$ cat src/design/snd_pkg.sv
// Shared types, sizes and codes for the Sobel / suppression / threshold block.
// Used by every module under design/ except snd_ram; depends on nothing.
package snd_pkg;

  localparam int MAX_WIDTH  = 1024;
  localparam int MAX_HEIGHT = 1024;

  localparam int CFG_W     = 11;
  localparam int CFG_IDX_W = 2;
  localparam int PIX_W     = 8;
  localparam int MAG_W     = 11;

  localparam int DIM_W  = $clog2(MAX_WIDTH + 1);
  localparam int HDIM_W = $clog2(MAX_HEIGHT + 1);
  localparam int COL_W  = $clog2(MAX_WIDTH);
  localparam int ROW_W  = $clog2(MAX_HEIGHT);
  localparam int POS_W  = (DIM_W > HDIM_W) ? DIM_W : HDIM_W;

  // ring of gray pixels: two rows behind and two rows ahead of a result
  localparam int GRAY_DEPTH = 4 * MAX_WIDTH + 8;
  localparam int ADDR_W     = $clog2(GRAY_DEPTH);
  localparam int PEND_W     = $clog2(2 * MAX_WIDTH + 4);

  // gradient arithmetic
  localparam int GRAD_W     = 12;
  localparam int ABS_W      = 10;
  localparam int OPND_W     = 11;
  localparam int ASQ_W      = 2 * ABS_W;
  localparam int SQ_W       = 2 * OPND_W;
  localparam int ROOT_W     = SQ_W / 2;
  localparam int SQRT_STEPS = SQ_W / 2;

  localparam int WIN_N     = 9;
  localparam int WIN_IDX_W = 4;

  localparam logic [1:0] STR_NONE   = 2'd0;
  localparam logic [1:0] STR_WEAK   = 2'd1;
  localparam logic [1:0] STR_STRONG = 2'd2;

  typedef enum logic [CFG_IDX_W-1:0] {
    REG_FRAME_WIDTH,
    REG_FRAME_HEIGHT,
    REG_LOW_THRESHOLD,
    REG_HIGH_THRESHOLD
  } cfg_reg_e;

  typedef enum logic [1:0] {
    PH_CENTER,
    PH_N1,
    PH_N2
  } phase_e;

  typedef enum logic [2:0] {
    ADDR_HOLD,
    ADDR_BASE_OFF,
    ADDR_ORIGIN,
    ADDR_STEP,
    ADDR_ROW
  } addr_op_e;

  typedef enum logic [1:0] {
    MUL_NONE,
    MUL_A,
    MUL_B,
    MUL_S
  } mul_sel_e;

  typedef struct packed {
    logic [PIX_W-1:0] red;
    logic [PIX_W-1:0] green;
    logic [PIX_W-1:0] blue;
    logic             filler;
  } pix_t;

  typedef struct packed {
    logic             thin_edge;
    logic [1:0]       strength;
    logic [MAG_W-1:0] magnitude;
    logic             frame_end;
  } res_t;

  typedef struct packed {
    logic                 accept;
    addr_op_e             addr_op;
    logic                 cap_en;
    logic [WIN_IDX_W-1:0] cap_idx;
    logic                 grad;
    mul_sel_e             mul_sel;
    logic                 sqrt_init;
    logic                 sqrt_step;
    logic                 store_mag;
    phase_e               phase;
    logic                 load_out;
  } cmd_t;

  typedef struct packed {
    logic emit;
    logic center_border;
    logic n1_border;
    logic n2_border;
    logic out_busy;
  } status_t;

endpackage

$ cat src/design/snd_ctrl.sv
// Sequencer: accepts requests and steps the datapath through the window
// reads, gradient, square root and suppression for each result. Uses snd_pkg.
module snd_ctrl (
  input  logic             clk_i,
  input  logic             rst_ni,
  input  logic             in_valid_i,
  output logic             in_ready_o,
  input  snd_pkg::status_t st_i,
  output snd_pkg::cmd_t    cmd_o
);

  typedef enum logic [3:0] {
    S_IDLE,
    S_CHECK,
    S_LOAD,
    S_ORIGIN,
    S_READ,
    S_GRAD,
    S_MULA,
    S_MULB,
    S_MULS,
    S_SQRT,
    S_STORE,
    S_NEXT,
    S_OUT
  } state_e;

  localparam logic [3:0] LastRead = 4'(snd_pkg::WIN_N);
  localparam logic [3:0] LastSqrt = 4'(snd_pkg::SQRT_STEPS - 1);

  state_e            state_q, state_d;
  snd_pkg::phase_e   phase_q, phase_d;
  logic [3:0]        cnt_q, cnt_d;

  always_comb begin
    state_d          = state_q;
    phase_d          = phase_q;
    cnt_d            = cnt_q;
    cmd_o            = '0;
    cmd_o.addr_op    = snd_pkg::ADDR_HOLD;
    cmd_o.mul_sel    = snd_pkg::MUL_NONE;
    cmd_o.phase      = phase_q;
    in_ready_o       = 1'b0;
    unique case (state_q)
      // take a request; start work if it releases a result
      S_IDLE: begin
        in_ready_o = 1'b1;
        if (in_valid_i) begin
          cmd_o.accept = 1'b1;
          if (st_i.emit) begin
            state_d = S_CHECK;
          end
        end
      end
      // border pixels skip the gradient work
      S_CHECK: begin
        if (st_i.center_border) begin
          state_d = S_OUT;
        end else begin
          phase_d = snd_pkg::PH_CENTER;
          state_d = S_LOAD;
        end
      end
      S_LOAD: begin
        cmd_o.addr_op = snd_pkg::ADDR_BASE_OFF;
        state_d       = S_ORIGIN;
      end
      S_ORIGIN: begin
        cmd_o.addr_op = snd_pkg::ADDR_ORIGIN;
        cnt_d         = '0;
        state_d       = S_READ;
      end
      // issue nine reads, capture each from the registered read data in the cycle after
      S_READ: begin
        if (cnt_q < LastRead) begin
          cmd_o.addr_op = ((cnt_q == 4'd2) || (cnt_q == 4'd5)) ? snd_pkg::ADDR_ROW
                                                               : snd_pkg::ADDR_STEP;
        end
        if (cnt_q != '0) begin
          cmd_o.cap_en  = 1'b1;
          cmd_o.cap_idx = cnt_q - 4'd1;
        end
        if (cnt_q == LastRead) begin
          state_d = S_GRAD;
        end else begin
          cnt_d = cnt_q + 4'd1;
        end
      end
      S_GRAD: begin
        cmd_o.grad = 1'b1;
        state_d    = S_MULA;
      end
      S_MULA: begin
        cmd_o.mul_sel = snd_pkg::MUL_A;
        state_d       = S_MULB;
      end
      S_MULB: begin
        cmd_o.mul_sel = snd_pkg::MUL_B;
        state_d       = S_MULS;
      end
      S_MULS: begin
        cmd_o.mul_sel   = snd_pkg::MUL_S;
        cmd_o.sqrt_init = 1'b1;
        cnt_d           = '0;
        state_d         = S_SQRT;
      end
      S_SQRT: begin
        cmd_o.sqrt_step = 1'b1;
        if (cnt_q == LastSqrt) begin
          state_d = S_STORE;
        end else begin
          cnt_d = cnt_q + 4'd1;
        end
      end
      S_STORE: begin
        cmd_o.store_mag = 1'b1;
        state_d         = S_NEXT;
      end
      // pick the next neighbor that needs a magnitude
      S_NEXT: begin
        unique case (phase_q)
          snd_pkg::PH_CENTER: begin
            if (!st_i.n1_border) begin
              phase_d = snd_pkg::PH_N1;
              state_d = S_LOAD;
            end else if (!st_i.n2_border) begin
              phase_d = snd_pkg::PH_N2;
              state_d = S_LOAD;
            end else begin
              state_d = S_OUT;
            end
          end
          snd_pkg::PH_N1: begin
            if (!st_i.n2_border) begin
              phase_d = snd_pkg::PH_N2;
              state_d = S_LOAD;
            end else begin
              state_d = S_OUT;
            end
          end
          default: state_d = S_OUT;
        endcase
      end
      // hold until the output register is free
      S_OUT: begin
        if (!st_i.out_busy) begin
          cmd_o.load_out = 1'b1;
          state_d        = S_IDLE;
        end
      end
      default: state_d = S_IDLE;
    endcase
  end

  always_ff @(posedge clk_i or negedge rst_ni) begin
    if (!rst_ni) begin
      state_q <= S_IDLE;
      phase_q <= snd_pkg::PH_CENTER;
      cnt_q   <= '0;
    end else begin
      state_q <= state_d;
      phase_q <= phase_d;
      cnt_q   <= cnt_d;
    end
  end

  assert property (@(posedge clk_i) disable iff (!rst_ni)
    (state_q == S_READ) |-> (cnt_q <= LastRead))
    else $error("window read count overran");

  assert property (@(posedge clk_i) disable iff (!rst_ni)
    (state_q == S_SQRT) |-> (cnt_q <= LastSqrt))
    else $error("square root step count overran");

  assert property (@(posedge clk_i) disable iff (!rst_ni)
    (state_q == S_LOAD && phase_q == snd_pkg::PH_N1) |-> !st_i.n1_border)
    else $error("gradient started for a border neighbor");

endmodule

$ cat config.mk
export PLATFORM = sky130hd
export DESIGN_NAME = snd_ctrl
export DESIGN_NICKNAME = d
export VERILOG_FILES = /design/src/design/snd_pkg.sv /design/src/design/snd_ctrl.sv
export SDC_FILE = /design/constraint.sdc
export NUM_CORES = 1
export LEC_CHECK = 0
export BUFFER_PORTS_ARGS = -buffer_cell sky130_fd_sc_hd__buf_2
export CORE_MARGIN = 2
export CORE_UTILIZATION = 25
export CTS_CLUSTER_DIAMETER = 120
export DETAILED_ROUTE_END_ITERATION = 10
export GPL_TIMING_DRIVEN = 0
export PLACE_DENSITY_LB_ADDON = 0.12
export SYNTH_ARGS = -nofsm -noshare
export SYNTH_HDL_FRONTEND = slang
export SYNTH_SLANG_ARGS = --single-unit
$ cat constraint.sdc
create_clock -name clk_i -period 1.84 [get_ports clk_i]
set_input_delay 0.368 -clock clk_i [delete_from_list [all_inputs] [get_ports clk_i]]
set_output_delay 0.368 -clock clk_i [all_outputs]
set_load 0.02 [all_outputs]
==> results of run 1 <==
-- cell usage in the layout (no fill, tap or decap), types with 2 or more instances in the layout --
| cell type | n |
|---|---|
| clkbuf_8 | 4 |
| buf_4 | 28 |
| nand3b_1 | 2 |
| o21ai_1 | 3 |
| inv_1 | 2 |
| and4bb_1 | 2 |
| nand3_1 | 2 |
| ha_2 | 3 |
| buf_2 | 14 |
| nand2_1 | 9 |
| nand2_2 | 2 |
| buf_6 | 8 |
| nor2_1 | 11 |
| dfrtp_1 | 9 |
| and3b_1 | 2 |
| a21oi_1 | 6 |
| mux2i_1 | 6 |
| nor3_2 | 3 |
| o41ai_1 | 2 |
| inv_2 | 4 |
| nand2b_1 | 6 |
| xnor2_1 | 2 |
| o22ai_1 | 2 |
-- timing repair --
action,4_1_cts,5_1_grt
setup endpoints to repair,13,15
pin swaps,9,8
hold endpoints to repair,6,0
hold buffers,1,0
gates resized for setup,35,17
buffers inserted,11,6
-- metrics by stage --
stage | util (%) | setup TNS, ns | hold slack [ns]
after detailed placement | 31.3 | -0.423 | 0.249
after floorplan | - | 0 | 0.0724
after CTS | 37.6 | -0.323 | 0.354
after global routing | 40.0 | -1.12 | 0.362
final | 40.0 | -0.205 | 0.362
after global placement | 31.3 | -0.424 | 0.240
-- layout make-up --
| cell class | instances | area, µm² | area share [%] |
|---|---|---|---|
| buffer | 9 | 95.1 | 5.81 |
| clock buffer | 4 | 55.1 | 3.37 |
| multi-input combinational | 102 | 843 | 51.6 |
| tap | 50 | 62.6 | 3.83 |
| timing repair buffer | 44 | 305 | 18.7 |
| inverter | 6 | 22.5 | 1.38 |
| sequential | 10 | 251 | 15.4 |
-- cell families after synthesis --
logic type,count (synthesis),synth area share [%]
simple gates,60,36.8
compound gates,28,18.0
buf+inv,15,8.09
flops,10,23.1
mux,7,6.59
fa+ha+maj,5,5.78
xor+xnor,2,1.62
-- how the worst max path moves through the flow --
stage,startpoint,cells past startpoint,slack [ns],end
after global placement,cnt_q[0],7,-0.21,cmd_o[15]
final,cnt_q[1],6,-0.07,cmd_o[14]
after CTS,cnt_q[1],6,-0.09,cmd_o[15]
after detailed placement,cnt_q[0],7,-0.22,cmd_o[15]
after floorplan,state_q[1],5,0.05,cmd_o[16]
after global routing,cnt_q[1],6,-0.17,cmd_o[14]
-- Yosys cell counts (2+ instances only) --
library cell	number	area, µm²
nand3_1	2	10.0
or2_2	2	12.5
o31ai_1	2	15.0
o21ai_0	2	10.0
and4bb_1	2	25.0
dfrtp_1	10	250
nor2_1	12	45.0
nor3_1	5	25.0
ha_1	5	62.6
nor3b_1	2	15.0
buf_4	6	45.0
a21oi_1	7	35.0
and3b_1	2	17.5
o22ai_1	2	12.5
mux2i_1	6	60.1
inv_1	5	18.8
nand3b_1	2	15.0
nand2b_1	6	37.5
o21ai_1	3	15.0
xnor2_1	2	17.5
o41ai_1	2	17.5
nand2_1	11	41.3
-- sequential cells by signal (all words and copies together), names as in the netlist --
register / flops
cnt_q: 4
state_q: 4
phase_q: 2
-- routing by layer --
layer | track usage (%) | up-vias
met1 | 17.9 | 526
met3 | 2.18 | 2
met4 | 3.85 | 0
li1 | - | 555
met5 | 0 | -
met2 | 19.9 | 15
-- report_power, final --
part / total (µW) / internal [µW] / switching (µW)
clock: 267 / 187 / 79.4
combinational: 2280 / 1080 / 1200
sequential: 399 / 324 / 75.4
total: 2950 / 1590 / 1360
==> impl_results.md, run 1 <==
* Status: finished, violations left
* Failing checks: negative setup slack
* CORE AREA at 4090 µm²
* PD cells at 1800 nW/µm²
* Iter 0 DRT Violations at 45
* Critical-path cell list: ha_2 -> or2_4 -> a21oi_2 -> o21ai_2 -> o31ai_1 -> buf_2
* Final count of pins violating max slew at 0
* Crit-path max FO at 3
* Maxcap violations at 0
* Final-layout fill cell count at 419
* GRT Residual Overflow at 0
* Hold Fails Final Rpt at 0
* Clk slew on worst S/H paths at 0.05 ns
* Final std cells w/o fill at 225
* Post-DRT Antenna Nets at 0
* Worst setup margin at -0.0688 ns
* Layout Nets at 189
* Fmax at 0.524 GHz
* CTS Buf Count at 3
* Delay-heaviest family, CP: flip-flops
* Initial antenna violation count at 0
* # diodes at 0
* Worst slew pin tran at 0.330 ns
* Crit end category: output port
* Global-route wire length before repair at 5.05 mm
* Max H-tree Level at 1
* Setup Skew at 0.00153 ns
* Design area at 1640 µm²
* Post-synthesis sequential area ratio at 23.1%
* LEAKAGE at 0.000750 µW
* Die Ht at 69.8 µm
* Post-synth ARST share at 100%
* Layout cells sized above 1 at 50.9%
* Post-synth EDFFs at 0
* Die W at 69.8 µm
* Post-Syn Area at 1080 µm²
* Routed met3 length at 91 µm
* # IOs at 27
* Starting Density at 26.5%
* Worst Setup Path Type: flop to output port
* Layout area overhead at 51.1%
* Placed Instances at 203
* Syn avg cell area at 8.52 µm²
* R2R Path End: state_q[3]
* Clk buf depth at 2
* Post-layout min period at 1.91 ns
* Worst setup SP type: flop
* Met1 wire length at 1.55 mm
* Dpl ws at -0.217 ns
* TritonRoute pass-1 iters at 4
* WHS Path Cells at 2
* Root Buffer Master: clkbuf_8
* Die ar. at 4870 µm²
* CTS tree: done
* HP Class: input port to flop
* PortBufs at 26
* Post-Synthesis Cells at 127
* Synthesis Warnings at 0
* Worst Path Buf+Inv at 1
* Hold_sp: st_i[1]
* Drt drc at 0
* Total Routing Usage GR at 12.7%
* Clk Latency, worst-skew pair at 0.23 ns
* Worst path required time at 1.47 ns
* Final worst-path cycle share at 104%
* Max_slew headroom at 77.8%
* Vias per std cell at 4.88
* Final setup vio count at 7
* Hold Path End: phase_q[1]
* Synthesized flop and latch total at 10
* Slowest CP cell: dfrtp_1
* Sink Count at 10
* Final Wtd Congestion at 0.716
* Synth cell types at 51
* Overall power at 2950 µW
* Final wirelength at 3.11 mm
* Largest net degree at the start of global routing at 11
* Routed len/inst at 13.8 µm
* Worst r2r path cells at 7
* Number of global-route vias before repair at 1023
* Met2 WL at 1.45 mm
* Cell area after placement at 1280 µm²
* Post-DP HPWL at 2.25 mm
* Top Layer Used: met4
* Slowest cell delay on critical path at 0.40 ns
* Post-synth net total at 140
* Std-Cell Rows at 23
* Peak supply drop at 0.562 mV
* Top FF cell, synth: dfrtp_1
* RSZ-0062 raised after global routing: true
* Worst reg-to-reg setup slack at 0.08 ns
* Critical R2R Launch: state_q[3]
* Routed vias at 1098
* CP Data Arrival Time at 1.54 ns
No activity file was read; power rests on OpenSTA's default activity.
==> inputs of run 2 (changes only) <==
--- a/config.mk
+++ b/config.mk
@@ -5,6 +5,7 @@
 export SDC_FILE = /design/constraint.sdc
 export NUM_CORES = 1
 export LEC_CHECK = 0
+export ABC_AREA = 1
 export BUFFER_PORTS_ARGS = -buffer_cell sky130_fd_sc_hd__buf_2
 export CORE_MARGIN = 2
 export CORE_UTILIZATION = 25
==> run 2 against run 1 <==
Compared with the run above: the run still ends with negative setup slack left; worst setup slack better by 0.068 ns; largest power group unchanged; critical path type unchanged; via count rose by 2.7%; synthesized cell count is 24% higher; final area is 10% lower.
==> impl_results.md, run 2 <==
* Post-DRT Antenna Nets at 0 (unchanged)
* Sw Share at 52.1% (+6.0 points)
* Layout Nets at 216 (+14%)
* Cell with the most instances after synthesis: nand2_1
* Syn avg cell area at 6.52 µm² (-24%)
* Total Routing Usage GR at 12.8% (+0.10 points)
* Number of global-route vias before repair at 1017 (-0.59%)
* Internal power at 1190 µW (-25%)
* Layout area overhead at 42.6%
* Worst slew pin tran at 0.290 ns (-0.0396 ns)
* Placed Instances at 234 (+15%)
* Final count of pins violating max slew at 0 (unchanged)
* Commonest non-fill, non-tap cell in the layout: nand2_1
* Max_slew headroom at 80.6% (+2.8 points)
* Post-DP HPWL at 2.20 mm (-2.2%)
* Root Buffer Master: clkbuf_8
* LEAKAGE at 0.000799 µW (+6.6%)
* Die Ht at 68.2 µm (-2.3%)
* Clock Power Share at 10.7% (+1.7 points)
* Worst setup SP type: flop
* Clk slew on worst S/H paths at 0.05 ns (about the same)
* Hold Fails Final Rpt at 0 (unchanged)
* RSZ-0062 raised after global routing: true
* GRT Residual Overflow at 0 (unchanged)
* Post-synth net total at 171 (+22%)
* Mux cell area share after synthesis at 0% (-6.6 points)
* Final setup vio count at 1 (-6)
* TritonRoute pass-1 iters at 4 (unchanged)
* Setup Skew at 0.00386 ns (+0.00234 ns)
* Top FF cell, synth: dfrtp_1
* Crit end category: output port
* Post-synthesis sequential area ratio at 24.3% (+1.2 points)
* Die W at 68.2 µm (-2.3%)
* Clk buf depth at 2 (unchanged)
* Final Wtd Congestion at 0.800 (+12%)
* Critical-path cell list: buf_4 -> nand2_4 -> nor2_4 -> nand2_4 -> inv_2 -> o21ai_1 -> a21oi_1 -> buf_4
* Overall power at 2490 µW (-16%)
* Iter 0 DRT Violations at 66 (+47%)
* Most frequent cells in the layout: nand2_1, buf_2, nor2_1, nand3_1, buf_4
* Status: finished, violations left
* Initial antenna violation count at 0 (unchanged)
* Slowest cell delay on critical path at 0.42 ns (+0.02 ns)
* CTS tree: done
* Cell type with the largest total area after synthesis: dfrtp_1
* Worst path required time at 1.47 ns (about the same)
* Routed len/inst at 11.6 µm (-16%)
* Peak supply drop at 0.530 mV (-5.6%)
* Final-layout fill cell count at 439 (+4.8%)
* Final wirelength at 2.92 mm (-6.0%)
* Xor/xnor cell area share of the yosys netlist at 0.851% (-0.77 points)
* Top cell type's share of synthesized area at 24.3% (+1.2 points)
* Worst Path Buf+Inv at 3 (+2)
* Delay-heaviest family, CP: flip-flops
* # IOs at 27 (unchanged)
* PD cells at 1690 nW/µm² (-6.2%)
* Failing checks: negative setup slack
* Die ar. at 4650 µm² (-4.6%)
* Global-route wire length before repair at 4.49 mm (-11%)
* CORE AREA at 3970 µm² (-2.8%)
* Max H-tree Level at 1 (unchanged)
* Compound-gate portion of the synthesized area at 9.84% (-8.2 points)
* Post-layout min period at 1.84 ns (-0.0677 ns)
* Starting Density at 25.9% (-0.56 points)
* Post-synth EDFFs at 0 (unchanged)
* Fmax at 0.543 GHz (+3.7%)
* Reg power frac at 16.7% (+3.2 points)
* Biggest regs: cnt_q: 4 flops, state_q: 4 flops, phase_q: 2 flops
* Post-synthesis adder-cell area fraction at 6.08% (+0.29 points)
* NetSw at 1290 µW (-4.6%)
* Crit-path max FO at 6 (+3)
* Setup TNS Final at -0.00118 ns (+0.203 ns)
* Post-Synth Simple-Gate Area at 50.1% (+13 points)
* Synthesis Warnings at 0 (unchanged)
* Slowest CP cell: dfrtp_2
* Worst Setup Path Type: flop to output port
* Post-Syn Area at 1030 µm² (-4.9%)
* PortBufs at 26 (unchanged)
* Logic pwr share at 72.6% (-4.8 points)
* Synth cell count leaders: nand2_1, nor2_1, nand3_1, inv_1, dfrtp_1
* Synth cell types at 27 (-47%)
* Final worst-path cycle share at 100% (-3.7 points)
* Post-synth ARST share at 100% (unchanged)
* # diodes at 0 (unchanged)
* CP Data Arrival Time at 1.47 ns (-0.07 ns)
* Largest net degree at the start of global routing at 11 (unchanged)
* Std-Cell Rows at 23 (unchanged)
* Synth area leaders: dfrtp_1, nand2_1, nand3_1, nor2_1, ha_1
* Largest family of logic cells by synthesized area: simple AND/OR/NAND/NOR gates
* Maxcap violations at 0 (unchanged)
* Routed vias at 1128 (+2.7%)
* Post-Synthesis Cells at 158 (+24%)
* Layout cells sized above 1 at 42.1% (-8.8 points)
* Final std cells w/o fill at 252 (+12%)
* Clk Latency, worst-skew pair at 0.23 ns (about the same)
* Sink Count at 10 (unchanged)
* WHS at 0.475 ns (+0.114 ns)
* Worst setup margin at -0.00118 ns (+0.0677 ns)
* CTS Buf Count at 3 (unchanged)
* Vias per std cell at 4.48 (-8.3%)
* Synthesized flop and latch total at 10 (unchanged)
* HP Class: input port to flop
* Drt drc at 0 (unchanged)
[run 2: cell types whose count changed after synthesis, moves of 3 or more]
cell	previous run	this run
nand2_1	11	42
nand3_1	2	17
inv_1	5	16
nor2_1	12	20
buf_4	6	0
mux2i_1	6	0
nand2b_1	6	0
nand2_2	0	4
nor2_2	0	4
nor2_4	0	4
nor3_1	5	1
inv_2	1	4
nand2_4	1	4
[run 2: through the flow]
stage	util [%]	setup slack, ns	cell area (µm²)
6_report	37.0	-0.00118	1470
5_1_grt	37.0	-0.0793	1470
4_1_cts	35.4	-0.00121	1410
3_5_place_dp	30.8	0.0430	1220
3_3_place_gp	30.8	0.0393	1220
2_1_floorplan	-	0.0353	1030
[run 2: cell families (layout without fill, tap and decap cells)]
kind of cell               count (synthesis)  after routing
and+or+nand+nor                          102            102
buffers and inverters                     22             66
AOI/OAI and AO/OA                         18             18
DFF                                       10             10
adders and majority gates                  5              5
xor gates and xnor gates                   1              1
[run 2: layout make-up]
cell class,instances,area (µm²),share of cell area [%]
buffer,2,16.3,1.11
clock buffer,4,55.1,3.75
inverter,20,80.1,5.45
multi-input combinational,126,747,50.9
sequential,10,253,17.2
tap,50,62.6,4.26
timing repair buffer,40,255,17.4
[run 2: worst reg2reg max path, cell delays in order (launching register included)]
cell and delay, ns:
dfrtp_1 0.43, buf_4 0.16, nand2_1 0.10, inv_1 0.12, nand2_2 0.11, nand3_4 0.13
nand3_2 0.12, nand2_1 0.08, nand2_1 0.05
[run 2: timing repair]
action / CTS / global route
pin swaps: 3 / 5
resized for setup: 21 / 10
setup endpoints to repair: 8 / 5
cloned: 0 / 0
hold buffers: 1 / 0
buffers inserted: 8 / 5
endpoints found under the hold margin: 10 / 0
[run 2: per-layer routing]
metal | share of wire, % | global-route usage [%] | routed length, µm | vias up
li1 | - | - | - | 590
met1 | 48 | 16.7 | 1390 | 519
met2 | 49 | 22.6 | 1430 | 17
met3 | 3.1 | 0.987 | 91 | 2
met4 | 0.34 | 3.75 | 10 | 0
met5 | 0 | 0 | 0 | -
[run 2: power groups by stage]
stage / Clock (µW) / Combinational (µW) / Sequential [µW]
2_1_floorplan: 0 / 1100 / 406
3_3_place_gp: 0 / 1440 / 425
3_5_place_dp: 0 / 1440 / 423
4_1_cts: 275 / 1660 / 416
5_1_grt: 282 / 2000 / 423
6_report: 267 / 1800 / 414
[run 2: path summary, 6_finish.rpt]
path | slack, ns | depth (start not counted) | end | start
min in group asynchronous | 0.53 | 2 | phase_q[1] | rst_ni
max | -0.001 | 8 | cmd_o[12] | state_q[2]
max reg2reg | 0.41 | 8 | cnt_q[2] | state_q[1]
max in group asynchronous | 1.10 | 2 | cnt_q[0] | rst_ni
min | 0.48 | 4 | phase_q[1] | st_i[1]
min reg2reg | 0.58 | 2 | phase_q[0] | phase_q[0]
==> inputs of run 3 (changes only) <==
--- a/config.mk
+++ b/config.mk
@@ -8,7 +8,7 @@
 export ABC_AREA = 1
 export BUFFER_PORTS_ARGS = -buffer_cell sky130_fd_sc_hd__buf_2
 export CORE_MARGIN = 2
-export CORE_UTILIZATION = 25
+export CORE_UTILIZATION = 40
 export CTS_CLUSTER_DIAMETER = 120
 export DETAILED_ROUTE_END_ITERATION = 10
 export GPL_TIMING_DRIVEN = 0
==> run 3 against run 2 <==
Compared with the run above: worst setup slack lost 0.041 ns; largest cell class unchanged; critical path type unchanged; cell count down 8.3%; first-iteration DRC count shrank 83%; sequential cell count unchanged; die area decreased by 36%; non-clock buffer count did not move; clock power is 50% lower; wire length fell by 9.0%; hold slack worse by 0.053 ns; via count rose by 2.0%; combinational power increased by 2%; the run still ends with negative setup slack left; utilization increased by 22 points.
==> impl_results.md, run 3 (synthesized netlist as in run 2, its figures left out) <==
* Internal power at 1110 µW (-6.6%)
* Initial antenna violation count at 0 (unchanged)
* PortBufs at 26 (unchanged)
* Status: finished, violations left
* Final Wtd Congestion at 0.808 (+0.90%)
* CORE AREA at 2450 µm² (-38%)
* Clock Power Share at 5.6% (-5.1 points)
* LEAKAGE at 0.000779 µW (-2.6%)
* Biggest regs: cnt_q: 4 flops, state_q: 4 flops, phase_q: 2 flops
* NetSw at 1280 µW (-0.85%)
* Worst setup margin at -0.0425 ns (-0.0413 ns)
* Die Ht at 54.7 µm (-20%)
* Post-DP HPWL at 1.99 mm (-9.4%)
* Std-Cell Rows at 18 (-22%)
* Crit end category: output port
* Critical R2R Launch: state_q[1]
* Commonest non-fill, non-tap cell in the layout: nand2_1
* CTS Buf Count at 3 (unchanged)
* Routed len/inst at 11.5 µm (-0.69%)
* Peak supply drop at 0.798 mV (+50%)
* PD cells at 1650 nW/µm² (-2.5%)
* Placed Instances at 214 (-8.5%)
* Failing checks: negative setup slack
* Clk buf depth at 2 (unchanged)
* Starting Density at 41.9% (+16 points)
* Clk Latency, worst-skew pair at 0.25 ns (+0.02 ns)
* Final setup vio count at 3 (+2)
* Post-DRT Antenna Nets at 0 (unchanged)
* Worst path required time at 1.47 ns (about the same)
* Hold Fails Final Rpt at 0 (unchanged)
* Reg power frac at 17.7% (+1.0 points)
* Final count of pins violating max slew at 0 (unchanged)
* Worst reg-to-reg setup slack at 0.39 ns (-0.02 ns)
* Max H-tree Level at 1 (unchanged)
* # diodes at 0 (unchanged)
* Sw Share at 53.5% (+1.5 points)
* Final worst-path cycle share at 102% (+2.2 points)
* TritonRoute pass-1 iters at 4 (unchanged)
* Final-layout fill cell count at 240 (-45%)
* Die W at 54.7 µm (-20%)
* HP Class: input port to flop
* CTS tree: done
* Global-route wire length before repair at 4.03 mm (-10%)
* Layout cells sized above 1 at 43.8% (+1.7 points)
* Layout area overhead at 41.1%
* GRT Residual Overflow at 0 (unchanged)
* Clk slew on worst S/H paths at 0.06 ns (about the same)
* Vias per std cell at 4.98 (+11%)
* Cell area after placement at 1200 µm² (-2.0%)
* Number of global-route vias before repair at 990 (-2.7%)
* Setup TNS Final at -0.0472 ns (-0.0460 ns)
* # IOs at 27 (unchanged)
* Overall power at 2400 µW (-3.6%)
* R2R Path End: cnt_q[3]
* Crit-path max FO at 5 (-1)
* Largest net degree at the start of global routing at 11 (unchanged)
* WHS Path Cells at 4 (unchanged)
* Iter 0 DRT Violations at 11 (-83%)
* Most frequent cells in the layout: nand2_1, buf_2, nor2_1, nand3_1, buf_4
* Max_slew headroom at 82.0% (+1.3 points)
* Hold Path End: phase_q[1]
* Setup Skew at 0.00348 ns (-0.000382 ns)
* RSZ-0062 raised after global routing: true
* Design area at 1450 µm² (-1.1%)
* Post-layout min period at 1.88 ns (+0.0413 ns)
* Layout Utilization at 59.2% (+22 points)
* Worst r2r path cells at 8 (unchanged)
* Fmax at 0.531 GHz (-2.2%)
* Final wirelength at 2.66 mm (-9.0%)
* Sink Count at 10 (unchanged)
* Maxcap violations at 0 (unchanged)
* Worst setup SP type: flop
* Total Routing Usage GR at 18.8% (+5.9 points)
* Root Buffer Master: clkbuf_4
* Die ar. at 3000 µm² (-36%)
* Logic pwr share at 76.7% (+4.1 points)
* Hold_sp: st_i[1]
* Drt drc at 0 (unchanged)
* Final std cells w/o fill at 231 (-8.3%)
* Worst Setup Path Type: flop to output port
* Worst slew pin tran at 0.270 ns (-0.0199 ns)
* Routed vias at 1150 (+2.0%)
* CP Data Arrival Time at 1.51 ns (+0.04 ns)
* Layout Nets at 216 (unchanged)
run 3: critical path: stages, from the launching register on:
cell and delay [ns]:
dfrtp_1 0.38, buf_6 0.14, inv_4 0.06, nand2_4 0.05
nor2_4 0.11, nand2_2 0.08, inv_2 0.07, o21ai_2 0.05
a21oi_1 0.15, buf_4 0.17
run 3: metal layers:
metal / GRT usage (%) / wire length (µm)
met1: 22.2 / 1140
met5: 0 / 0
met4: 3.75 / 0
met3: 3.28 / 44
met2: 34.9 / 1470
run 3: cell type report:
type / instances / area (µm²) / area share, %
Buffer: 2 / 16.3 / 1.12
Clock buffer: 3 / 22.5 / 1.55
Inverter: 20 / 80.1 / 5.51
Multi-Input combinational cell: 126 / 777 / 53.5
Sequential cell: 10 / 255 / 17.6
Tap cell: 30 / 37.5 / 2.58
Timing Repair Buffer: 40 / 264 / 18.2
run 3: worst max-delay path by stage:
stage	start	end	slack (ns)	cells past startpoint
finish	state_q[3]	cmd_o[12]	-0.04	9
detailed placement	cnt_q[0]	cmd_o[11]	0.06	5
global route	state_q[3]	cmd_o[12]	-0.12	9
CTS	state_q[1]	cmd_o[12]	-0.006	8
global placement	cnt_q[0]	cmd_o[11]	0.09	5
floorplan	cnt_q[0]	cmd_o[12]	0.04	7
run 3: power by group through the flow:
stage	registers (µW)	clock network (µW)	logic, µW
floorplan	406	0	1100
global placement	416	0	1400
detailed placement	416	0	1420
CTS	419	143	1670
global route	436	153	2030
finish	424	133	1840
run 3: what timing repair did:
| action | CTS | global route |
|---|---|---|
| endpoints found under the hold margin | 10 | 0 |
| setup endpoints to repair | 8 | 8 |
| hold buffers | 1 | 0 |
| gates cloned | 1 | 0 |
| pin swaps | 4 | 4 |
| resized for setup | 22 | 20 |
| setup buffers | 10 | 2 |
run 3: metrics by stage:
step | setup slack, ns | hold slack, ns
finish | -0.0425 | 0.422
global route | -0.124 | 0.462
CTS | -0.00564 | 0.419
detailed placement | 0.0615 | 0.235
global placement | 0.0867 | 0.235
floorplan | 0.0353 | 0.0724
